`config.mk`:
```
export PLATFORM = sky130hd
export DESIGN_NAME = compass_heading_unit
export DESIGN_NICKNAME = d
export VERILOG_FILES = /design/src/sv/chu_pkg.sv /design/src/sv/chu_cordic.sv /design/src/sv/chu_scale.sv /design/src/sv/compass_heading_unit.sv
export SDC_FILE = /design/constraint.sdc
export NUM_CORES = 1
export LEC_CHECK = 0
export ABC_AREA = 1
export BUFFER_PORTS_ARGS = -buffer_cell sky130_fd_sc_hd__buf_2
export CAP_MARGIN = 10
export CORE_ASPECT_RATIO = 0.75
export CORE_MARGIN = 2
export CORE_UTILIZATION = 44
export DETAILED_ROUTE_END_ITERATION = 10
export PLACE_DENSITY_LB_ADDON = 0.08
export SLEW_MARGIN = 20
export SYNTH_ARGS = -nofsm -noshare
export SYNTH_HDL_FRONTEND = slang
export SYNTH_SLANG_ARGS = --single-unit
```
`constraint.sdc`:
```
create_clock -name clk -period 5.4 [get_ports clk]
set_input_delay 0.27 -clock clk [delete_from_list [all_inputs] [get_ports clk]]
set_output_delay 0.27 -clock clk [all_outputs]
set_load 0.005 [all_outputs]
```
`src/sv/chu_pkg.sv`:
```
// Shared constants, types and the arctangent table of the compass heading unit.
package chu_pkg;

  // Number format of the heading.
  localparam int unsigned ANGLE_ITERATIONS = 16;
  localparam int unsigned FRACTION_BITS    = 6;
  localparam int unsigned TABLE_LEN        = 24;
  localparam int unsigned ITER_COUNT       =
    (ANGLE_ITERATIONS < TABLE_LEN) ? ANGLE_ITERATIONS : TABLE_LEN;
  localparam int unsigned ITER_W           = $clog2(ITER_COUNT);
  localparam int unsigned TAB_W            = $clog2(TABLE_LEN);

  // Field widths.
  localparam int unsigned RAW_W   = 16;
  localparam int unsigned HEAD_W  = 15;
  localparam int unsigned ANGLE_W = 32;
  // x and y scaled by 2^16, plus room for the CORDIC gain and the sign.
  localparam int unsigned DATA_W  = 36;
  localparam int unsigned SCALE_SH = 16;

  // Full circle in heading units and its width.
  localparam int unsigned FULL_HEADING = 360 << FRACTION_BITS;
  localparam int unsigned FULL_W       = $clog2(FULL_HEADING + 1);
  localparam int unsigned PROD_W       = ANGLE_W + FULL_W;

  // Largest heading the output can carry.
  localparam int unsigned HEAD_MAX =
    (FULL_HEADING - 1 < (1 << HEAD_W)) ? FULL_HEADING - 1 : (1 << HEAD_W) - 1;

  // Binary angle of a half turn.
  localparam logic [ANGLE_W-1:0] HALF_TURN = 32'h8000_0000;

  // Mode codes.
  localparam logic MODE_INIT = 1'b0;
  localparam logic MODE_RUN  = 1'b1;

  // Sequencer states.
  typedef enum logic [3:0] {
    ST_IDLE  = 4'b0001,
    ST_ROT   = 4'b0010,
    ST_SCALE = 4'b0100,
    ST_DONE  = 4'b1000
  } chu_state_t;

  // Status of a multi-cycle unit toward the sequencer.
  typedef struct packed {
    logic busy;
    logic done;
  } chu_stat_t;

  // atan(2^-i) as a fraction of a full turn, times 2^32.
  function automatic logic [ANGLE_W-1:0] atan_turn(input logic [TAB_W-1:0] idx);
    logic [ANGLE_W-1:0] a;
    unique case (idx)
      5'd0:  a = 32'h2000_0000;
      5'd1:  a = 32'h12E4_051E;
      5'd2:  a = 32'h09FB_385B;
      5'd3:  a = 32'h0511_11D4;
      5'd4:  a = 32'h028B_0D43;
      5'd5:  a = 32'h0145_D7E1;
      5'd6:  a = 32'h00A2_F61E;
      5'd7:  a = 32'h0051_7C55;
      5'd8:  a = 32'h0028_BE53;
      5'd9:  a = 32'h0014_5F2F;
      5'd10: a = 32'h000A_2F98;
      5'd11: a = 32'h0005_17CC;
      5'd12: a = 32'h0002_8BE6;
      5'd13: a = 32'h0001_45F3;
      5'd14: a = 32'h0000_A2F9;
      5'd15: a = 32'h0000_517C;
      5'd16: a = 32'h0000_28BE;
      5'd17: a = 32'h0000_145F;
      5'd18: a = 32'h0000_0A2F;
      5'd19: a = 32'h0000_0517;
      5'd20: a = 32'h0000_028B;
      5'd21: a = 32'h0000_0145;
      5'd22: a = 32'h0000_00A2;
      5'd23: a = 32'h0000_0051;
      default: a = '0;
    endcase
    return a;
  endfunction

endpackage

```
`src/sv/chu_cordic.sv`:
```
// Iterative CORDIC vectoring unit: one shared shift-add micro-rotation per cycle.
module chu_cordic import chu_pkg::*; (
  input  logic                      clk,
  input  logic                      rst_n,
  input  logic                      start,
  input  logic signed [RAW_W-1:0]   x_in,
  input  logic signed [RAW_W-1:0]   y_in,
  output logic [ANGLE_W-1:0]        angle,
  output chu_stat_t                 stat
);

  logic signed [DATA_W-1:0] x_r, x_nxt;
  logic signed [DATA_W-1:0] y_r, y_nxt;
  logic [ANGLE_W-1:0]       z_r, z_nxt;
  logic [ITER_W-1:0]        cnt_r, cnt_nxt;
  logic                     busy_r, busy_nxt;
  logic                     done_r, done_nxt;

  logic signed [DATA_W-1:0] x_ext, y_ext;
  logic signed [DATA_W-1:0] dx, dy;
  logic [ANGLE_W-1:0]       step_ang;

  // Scale inputs by 2^16.
  assign x_ext = {{(DATA_W-RAW_W){x_in[RAW_W-1]}}, x_in} <<< SCALE_SH;
  assign y_ext = {{(DATA_W-RAW_W){y_in[RAW_W-1]}}, y_in} <<< SCALE_SH;

  // Shared shifter and table lookup for the current step.
  assign dx       = y_r >>> cnt_r;
  assign dy       = x_r >>> cnt_r;
  assign step_ang = atan_turn(TAB_W'(cnt_r));

  always_comb begin
    x_nxt    = x_r;
    y_nxt    = y_r;
    z_nxt    = z_r;
    cnt_nxt  = cnt_r;
    busy_nxt = busy_r;
    done_nxt = 1'b0;
    if (start) begin
      // Left half plane: pre-rotate by a half turn.
      if (x_in < 0) begin
        x_nxt = -x_ext;
        y_nxt = -y_ext;
        z_nxt = HALF_TURN;
      end else begin
        x_nxt = x_ext;
        y_nxt = y_ext;
        z_nxt = '0;
      end
      cnt_nxt  = '0;
      busy_nxt = 1'b1;
    end else if (busy_r) begin
      // Rotate toward the positive x axis.
      if (y_r > 0) begin
        x_nxt = x_r + dx;
        y_nxt = y_r - dy;
        z_nxt = z_r + step_ang;
      end else begin
        x_nxt = x_r - dx;
        y_nxt = y_r + dy;
        z_nxt = z_r - step_ang;
      end
      if (cnt_r == ITER_W'(ITER_COUNT - 1)) begin
        busy_nxt = 1'b0;
        done_nxt = 1'b1;
      end else begin
        cnt_nxt = cnt_r + 1'b1;
      end
    end
  end

  // Control state.
  always_ff @(posedge clk) begin
    if (!rst_n) begin
      busy_r <= 1'b0;
      done_r <= 1'b0;
      cnt_r  <= '0;
    end else begin
      busy_r <= busy_nxt;
      done_r <= done_nxt;
      cnt_r  <= cnt_nxt;
    end
  end

  // Datapath.
  always_ff @(posedge clk) begin
    x_r <= x_nxt;
    y_r <= y_nxt;
    z_r <= z_nxt;
  end

  assign angle     = z_r;
  assign stat.busy = busy_r;
  assign stat.done = done_r;

endmodule

```
`src/sv/chu_scale.sv`:
```
// Binary angle to heading conversion: registered multiply, then round and wrap.
module chu_scale import chu_pkg::*; (
  input  logic               clk,
  input  logic               rst_n,
  input  logic               start,
  input  logic [ANGLE_W-1:0] angle,
  output logic [HEAD_W-1:0]  heading,
  output chu_stat_t          stat
);

  localparam logic [FULL_W-1:0]  FULL_C  = FULL_W'(FULL_HEADING);
  localparam logic [PROD_W:0]    ROUND_C = (PROD_W + 1)'(64'h8000_0000);

  logic [PROD_W-1:0] prod_r;
  logic              mul_vld_r;
  logic              done_r;
  logic [HEAD_W-1:0] head_r;

  logic [PROD_W:0]   rsum;
  logic [FULL_W:0]   h_round;
  logic [HEAD_W-1:0] h_wrap;

  // Round to nearest, wrap a full circle to zero.
  assign rsum    = {1'b0, prod_r} + ROUND_C;
  assign h_round = rsum[PROD_W:ANGLE_W];
  assign h_wrap  = (h_round >= (FULL_W + 1)'(FULL_HEADING)) ? '0 : HEAD_W'(h_round);

  always_ff @(posedge clk) begin
    if (!rst_n) begin
      mul_vld_r <= 1'b0;
      done_r    <= 1'b0;
    end else begin
      mul_vld_r <= start;
      done_r    <= mul_vld_r;
    end
  end

  always_ff @(posedge clk) begin
    if (start) begin
      prod_r <= PROD_W'(angle) * PROD_W'(FULL_C);
    end
    if (mul_vld_r) begin
      head_r <= h_wrap;
    end
  end

  assign heading   = head_r;
  assign stat.busy = mul_vld_r;
  assign stat.done = done_r;

endmodule

```
`src/sv/compass_heading_unit.sv`:
```
// Top level of the compass heading unit: sequencer, mode and heading state, result register.
// One transfer per sensor tick. A tick in init mode only applies init_ok. It passes through
// ST_DONE, where its result is loaded into the output register, and the input is free again
// once the sequencer is back in ST_IDLE. A zero vector in running mode skips the loop and
// takes the same path. Any other running tick passes through ST_ROT, where chu_cordic does
// ITER_COUNT micro-rotations, one per cycle, then ST_SCALE, where chu_scale multiplies,
// rounds and wraps, and the heading is stored; its result is then loaded in ST_DONE. The
// input is free again once the sequencer is back in ST_IDLE. in_stall is high while a tick
// is in work. A finished result waits in the output register, and the next tick is taken
// while it waits. A second finished result waits in the sequencer until the first one
// leaves. No internal memory, no clearing pass after reset.
module compass_heading_unit import chu_pkg::*; (
  input  logic                    clk,
  input  logic                    rst_n,
  input  logic                    in_valid,
  output logic                    in_stall,
  input  logic signed [RAW_W-1:0] in_raw_x,
  input  logic signed [RAW_W-1:0] in_raw_y,
  input  logic                    in_read_ok,
  input  logic                    in_init_ok,
  output logic                    out_valid,
  input  logic                    out_stall,
  output logic [HEAD_W-1:0]       out_heading,
  output logic                    out_module_state
);

  chu_state_t        state_r, state_nxt;
  logic              mode_r, mode_nxt;
  logic [HEAD_W-1:0] heading_r, heading_nxt;
  logic              read_ok_r, read_ok_nxt;
  logic              out_valid_r, out_valid_nxt;
  logic [HEAD_W-1:0] out_heading_r;
  logic              out_mode_r;

  logic              in_xfer;
  logic              out_free;
  logic              load_out;
  logic              cordic_start;
  logic              scale_start;
  logic [ANGLE_W-1:0] angle;
  logic [HEAD_W-1:0] scaled_heading;
  chu_stat_t         cordic_stat;
  chu_stat_t         scale_stat;

  assign in_stall = !rst_n || (state_r != ST_IDLE);
  assign in_xfer  = in_valid && !in_stall;
  assign out_free = !out_valid_r || !out_stall;

  chu_cordic u_cordic (
    .clk   (clk),
    .rst_n (rst_n),
    .start (cordic_start),
    .x_in  (in_raw_x),
    .y_in  (in_raw_y),
    .angle (angle),
    .stat  (cordic_stat)
  );

  chu_scale u_scale (
    .clk     (clk),
    .rst_n   (rst_n),
    .start   (scale_start),
    .angle   (angle),
    .heading (scaled_heading),
    .stat    (scale_stat)
  );

  // Sequencer.
  always_comb begin
    state_nxt    = state_r;
    mode_nxt     = mode_r;
    heading_nxt  = heading_r;
    read_ok_nxt  = read_ok_r;
    cordic_start = 1'b0;
    scale_start  = 1'b0;
    load_out     = 1'b0;
    unique case (state_r)
      ST_IDLE: begin
        if (in_xfer) begin
          if (mode_r == MODE_INIT) begin
            mode_nxt  = in_init_ok ? MODE_RUN : MODE_INIT;
            state_nxt = ST_DONE;
          end else if (in_raw_x == '0 && in_raw_y == '0) begin
            // Zero vector reads as heading zero.
            heading_nxt = '0;
            mode_nxt    = in_read_ok ? MODE_RUN : MODE_INIT;
            state_nxt   = ST_DONE;
          end else begin
            read_ok_nxt  = in_read_ok;
            cordic_start = 1'b1;
            state_nxt    = ST_ROT;
          end
        end
      end
      ST_ROT: begin
        if (cordic_stat.done) begin
          scale_start = 1'b1;
          state_nxt   = ST_SCALE;
        end
      end
      ST_SCALE: begin
        if (scale_stat.done) begin
          heading_nxt = scaled_heading;
          mode_nxt    = read_ok_r ? MODE_RUN : MODE_INIT;
          state_nxt   = ST_DONE;
        end
      end
      ST_DONE: begin
        if (out_free) begin
          load_out  = 1'b1;
          state_nxt = ST_IDLE;
        end
      end
      default: state_nxt = ST_IDLE;
    endcase
  end

  // Result register handshake.
  always_comb begin
    out_valid_nxt = out_valid_r;
    if (load_out) begin
      out_valid_nxt = 1'b1;
    end else if (out_valid_r && !out_stall) begin
      out_valid_nxt = 1'b0;
    end
  end

  always_ff @(posedge clk) begin
    if (!rst_n) begin
      state_r     <= ST_IDLE;
      mode_r      <= MODE_INIT;
      heading_r   <= '0;
      out_valid_r <= 1'b0;
    end else begin
      state_r     <= state_nxt;
      mode_r      <= mode_nxt;
      heading_r   <= heading_nxt;
      out_valid_r <= out_valid_nxt;
    end
  end

  // Payload registers.
  always_ff @(posedge clk) begin
    read_ok_r <= read_ok_nxt;
    if (load_out) begin
      out_heading_r <= heading_r;
      out_mode_r    <= mode_r;
    end
  end

  assign out_valid        = out_valid_r;
  assign out_heading      = out_heading_r;
  assign out_module_state = out_mode_r;

endmodule

```
# --- Yosys cells after proc, flatten, opt, wreduce, memory -nomap -nowiden ---
# Memories as Yosys holds them, arrays and structs flattened. A register that Yosys moved wholly into a read port is not among the register bits.
# Cells that the tools add are included.
totals:
  mem_count: 1
  output_inout_bits: 18
  in_bits: 38
  rom_bits: 480
  ff_bits: 203
op_classes:
  n_mux: 48
  reduce_logical: 21
  n_addsub: 10
  n_shift: 2
  multipliers: 1
  n_eq_ne: 12
  n_bitwise: 4
  n_lt_le_gt_ge: 3
memory_table:
  columns: ["memory", "depth", "word_bits", "rd", "rd_ports_with_merged_regs", "wr", "line_no", "text"]
  rows:
  - ["(name not given)", 16, 30, 1, 1, 0, "chu_pkg.sv:54", "unique case (idx)"]
ops:
  columns: ["cell", "n"]
  rows:
  - ["two-way mux 36 bit", 8]
  - ["two-way mux 32 bit", 4]
  - ["adder 36 bit", 2]
  - ["negator 32 -> 36 bit", 2]
  - [">>> shifter 36 x 4 -> 36 bit", 2]
  - ["subtractor 36 bit", 2]
  - ["two-way mux 15 bit", 4]
  - ["adder 47 x 32 -> 48 bit (second input constant)", 1]
  - ["multiplier 32 x 6 -> 38 bit (second input constant)", 1]
  - ["greater-than comparator 36 x 1 -> 1 bit (second input constant)", 1]
  - ["adder 32 bit", 1]
  - ["logical NOT 16 bit", 2]
  - ["two-way mux 4 bit", 8]
  - ["subtractor 32 bit", 1]
  - ["case mux 15 bit (2 select lines)", 1]
  - ["two-way mux 1 bit", 21]
  - ["greater-or-equal comparator 16 x 15 -> 1 bit (second input constant)", 1]
  - ["less-than comparator 16 x 1 -> 1 bit (second input constant)", 1]
  - ["case mux 4 bit (4 select lines)", 1]
  - ["== test 4 bit (second input constant)", 2]
  - ["inequality test 2 bit (second input constant)", 4]
  - ["AND reduction 4 bit", 2]
  - ["nonzero test 2 bit", 3]
  - ["AND reduction 5 bit", 1]
  - ["15 further kinds", 25]

# --- Depth between registers and ports, before layout ---
depth:
  ltp_word: 8
  ltp_mapped: 34
  ltp_nobuf: 32

# --- Cells and area by module ---
# Synthesis repeated with hierarchy kept, for this count alone.
hier_totals:
  cells_unflattened: 3777
  area_unflattened_um2: 25044.0
modules_own_cells:
  columns: ["module", "instances", "cells_per_inst", "area_per_inst_um2"]
  rows:
  - ["chu_cordic", 1, 2810, 17682.0]
  - ["chu_scale", 1, 744, 5561.6]
  - ["compass_heading_unit", 1, 223, 1800.5]

# --- Worst setup path after synthesis ---
# Ideal clock, no wire load.
synth_path:
  path_type: "input port to flip-flop"
  start: "input port in_raw_x[0]"
  end: "register u_cordic.z_r[0], in the netlist u_cordic.angle[0] (enable)"
  arrival_ns: 3.545
  n_path_buf: 2
  slack_ns: 0.905
  stages: 12
  path_cell_list: "inv_1 > ha_1 > inv_1 > nor3_2 > nand2_1 > nor2_2 > nand3_1 > o21a_1 > nand2_4 > clkbuf_1 > clkbuf_1 > nand2_1"
synth_via:
  elab_chain_cells: 7
synth_lines:
  columns: ["element", "line_no", "text"]
  rows:
  - ["from (decl)", "compass_heading_unit.sv:17", "input logic signed [RAW_W-1:0] in_raw_x,"]
  - ["logical NOT 16 bit", "compass_heading_unit.sv:83", "end else if (in_raw_x == '0 && in_raw_y == '0) begin"]
  - ["logical AND 1 bit", "compass_heading_unit.sv:83", null]
  - ["two-way mux 1 bit", "compass_heading_unit.sv:83", null]
  - ["two-way mux 1 bit", "compass_heading_unit.sv:80", "if (mode_r == MODE_INIT) begin"]
  - ["two-way mux 1 bit", "compass_heading_unit.sv:79", "if (in_xfer) begin"]
  - ["two-way mux 1 bit", "compass_heading_unit.sv:77", "unique case (state_r)"]
  - ["nonzero test 2 bit (no source line)", null, null]
  - ["to (signal assigned)", "chu_cordic.sv:89", "z_r <= z_nxt;"]
  - ["to (decl)", "chu_cordic.sv:14", "logic [ANGLE_W-1:0] z_r, z_nxt;"]
# No other way between the ends.
# A chain may end at the register's enable or synchronous reset.

# --- Final worst setup path ---
layout_path:
  start: "register u_cordic.cnt_r[0]"
  end: "register u_cordic.y_r[29], data pin"
layout_via:
  elab_chain_cells: 5
  word_cells_on_any_way: 6
layout_lines:
  columns: ["element", "line_no", "text"]
  rows:
  - ["from (decl)", "chu_cordic.sv:15", "logic [ITER_W-1:0] cnt_r, cnt_nxt;"]
  - ["from (signal assigned)", "chu_cordic.sv:81", "cnt_r <= cnt_nxt;"]
  - [">>> shifter 36 x 4 -> 36 bit (*)", "chu_cordic.sv:29", "assign dy = x_r >>> cnt_r;"]
  - ["adder 36 bit or subtractor 36 bit (tied branches)", "chu_cordic.sv:60, chu_cordic.sv:56", null]
  - ["two-way mux 36 bit (*)", "chu_cordic.sv:54", "if (y_r > 0) begin"]
  - ["two-way mux 36 bit (*)", "chu_cordic.sv:52", "end else if (busy_r) begin"]
  - ["two-way mux 36 bit (*)", "chu_cordic.sv:39", "if (start) begin"]
  - ["net u_cordic.y_nxt[29]", "chu_cordic.sv:13", "logic signed [DATA_W-1:0] y_r, y_nxt;"]
  - ["to (signal assigned)", "chu_cordic.sv:88", "y_r <= y_nxt;"]
  - ["to (decl)", "chu_cordic.sv:13", null]
# Mark *: on every way through the listed nets, which the timed path passes. The rest lies on a longest branch. The select of a mux whose other input is x is not followed.

==> key figures <==
Outcome
  • Status: complete, no violations

Yosys
  • Synth top cells by count: 831 x nand2_1, 444 x inv_1, 385 x nand3_1
  • Synth Net Count: 3807
  • EDFF count, synth: 152
  • Mapped Area: 24170 µm²
  • Most frequent cell after synthesis: nand2_1
  • Post-synth top area cell: edfxtp_1
  • Ys Warns: 0
  • Library cells used by synthesis: 62
  • Top-area cell type share of the netlist area: 18.88%
  • Dominant cells by area after synthesis: edfxtp_1 19%, nand2_1 13%, ha_1 9.7%
  • Seq/Total Area, Yosys: 23.77%
  • Flops & latches, synth: 211
  • Syn_area_per_cell: 6.863 µm²
  • Syn Inst Count: 3522
  • Async SR Flop Fraction: 0%
  • Dominant synthesized flop cell: edfxtp_1

Clocking
  • Worst-path clk slew: 0.06 ns
  • CTS Buf Count: 25
  • Clock Latency Late Sink: 0.57 ns
  • Clock Path Buffers: 3
  • H-tree levels: 1
  • Clk root buf: clkbuf_16
  • # Post-CTS Setup Buffers: 0
  • CTS tree: built
  • CTS sink count: 211

Global routing
  • Largest net degree at the start of global routing: 75
  • GRT Util Overall: 27.01%
  • Global-route wire length before repair: 120600 µm
  • Vias in the first global route: 21780
  • Antenna violations before repair: 0
  • Grt ovf: 0

Setup path
  • WS Path Type: reg -> reg
  • Crit path buffers/inverters: 2
  • Worst endpoint required time: 5.67 ns
  • Ordered list of cells on the worst path: inv_4 > buf_4 > nand2_1 > nand3_1 > nand3_1 > nand3_1 > nand2_1 > nand2_1 > nor2_1 > nand4_4 > nand2_1 > xor2_1 > ha_1 > a21oi_1 > o21ai_0 > a21oi_1 > nand2_1 > a21oi_1 > o21bai_1 > nand2_1 > nand2_1 > or2_2 > nand3_1 > o21ai_0
  • CP arrival: 5.21 ns
  • Setup crit end kind: register
  • Worst path top cell family by delay: simple AND/OR/NAND/NOR gates
  • Most frequent CP cell: nand2_1
  • Crit-path max cell delay: 0.60 ns
  • Critical path startpoint category: register
  • CP Max Fanout: 39
  • Worst path slowest cell: dfxtp_4

Finish
  • # diodes: 0
  • Area delta synth->final: 6.962%
  • Nets@finish: 3815
  • Storage cell area: 5753 µm²
  • Ratio of cells with drive above 1 in the final layout: 6.990%
  • Area of the multi-input gates: 16160 µm²
  • # fillers: 5569
  • Util after Layout: 47.57%

Routing
  • DRC: 0
  • Post-route antenna net violation count: 0
  • 1st-iter DRT viols: 2132
  • Post-DR vias/cell: 5.489
  • WL final: 77100 µm
  • WL per Instance: 18.06 µm
  • Drt pass-1 iters: 6
  • Vias: 23440

STA
  • Setup TNS: 0 ns
  • Final min period: 4.937 ns
  • Post-route setup slack: 0.4626 ns
  • Final Skew: 0.02763 ns
  • Final period util: 91.43%
  • Slew @ Worst Pin: 0.9710 ns
  • Final Setup Violations: 0
  • Max-slew headroom: 35.19%
  • Max frequency: 202.5 MHz
  • Final Hold Fails: 0
  • Slew Viols, Final: 0
  • RSZ-0062 raised after global routing: false

Power
  • Pleak: 0.01189 µW
  • Clk network pwr share: 11.9%
  • Net load switching power: 7398 µW
  • Peak VDD IR: 0.0002905 V
  • Combinational power share: 69.4%
  • Sw Ratio: 51.81%
  • PwrDens: 552.3 nW/µm²
  • Sequential share of power: 18.7%
  • Internal Power: 6881 µW

Floorplanning
  • Die Wd: 274.6 µm
  • Rows: 74
  • Initial Util: 44.47%
  • Placeable core area: 54350 µm²
  • Ports: 56
  • Height of the die: 207.0 µm
  • Die area: 56840 µm²

Placement
  • Port buffer count: 55
  • Routability cong.: 0.9558
  • DP HPWL: 63070 µm
  • Placement Setup Slack: 0.4999 ns

Hold path
  • Hold WC Path Type: in -> reg

Flow run
  • Max cap viols: 0
registers in the layout, indices dropped and copies added (netlist names), 15 cells and up:
register and cells:
out_heading 15, u_scale.prod_r 16, u_cordic.angle 32, u_cordic.step_ang 30, u_scale.heading 15, heading_r 15, u_cordic.y_r 36, u_cordic.x_r 36
placed cells by master (no fill, tap or decap), drive strengths merged, types with 33 or more instances in the layout:
cell and instances:
nand2 866, inv 453, nand3 395, nor2 334
a21oi 225, o21ai 208, ha 187, edfxtp 152
xor2 105, buf 84, xnor2 80, fa 60
dfxtp 59, nand4 49, nor3 46, clkbuf 36
a31oi 33
per-layer routing:
layer | global-route usage (%) | part of all wire (%) | wire, µm | vias up
li1 | - | - | - | 11770
met1 | 42.48 | 52 | 39970 | 10850
met5 | 0 | 0 | 0 | -
met2 | 37.86 | 38 | 29570 | 735
met3 | 5.078 | 8.0 | 6164 | 76
met4 | 4.988 | 1.8 | 1388 | 0
layout make-up:
class | count | share of cell area [%]
clock buffer | 36 | 2.657
clock inverter | 9 | 0.3726
inverter | 453 | 6.587
multi-input combinational | 2753 | 62.51
sequential | 211 | 22.25
tap | 722 | 3.494
timing repair buffer | 86 | 2.129
cells by family after synthesis:
family	share of synthesized area, %
simple gates	31.64
compound gates	13.80
fa+ha+maj	14.65
buf+inv	9.432
flops	23.77
xor+xnor	6.704
metrics by stage:
step	std cells	total power (µW)	area (µm²)	hold WS, ns
global placement	4223	12340	25050	0.4133
global route	4270	15780	25850	0.02947
CTS	4270	14190	25850	0.0007087
floorplan	3522	9943	24170	0.3689
finish	4270	14280	25850	0.03245
detailed placement	4223	12420	25050	0.4140
final timing paths:
path                                   startpoint               end  cells past startpoint  slack (ns)
worst min-delay path                        rst_n        state_r[0]                      2        0.03
worst max register to register  u_cordic.cnt_r[0]  u_cordic.y_r[29]                     24        0.46
worst max-delay path            u_cordic.cnt_r[0]  u_cordic.y_r[29]                     24        0.46
worst min register to register      heading_r[11]   out_heading[11]                      0        0.43
power by group through the flow:
| stage | sequential, µW | combinational [µW] | clock, µW |
|---|---|---|---|
| global route | 2680 | 11300 | 1780 |
| detailed placement | 2680 | 9740 | 0 |
| CTS | 2650 | 9800 | 1730 |
| global placement | 2690 | 9660 | 0 |
| floorplan | 2520 | 7430 | 0 |
| finish | 2670 | 9900 | 1700 |
repair_timing:
item / in CTS / in global routing
hold buffers: 2 / 0
endpoints found under the setup margin: 0 / 5
resized for setup: 0 / 2
endpoints found under the hold margin: 2 / 0
Note: power is estimated with default switching activity, not from simulation.
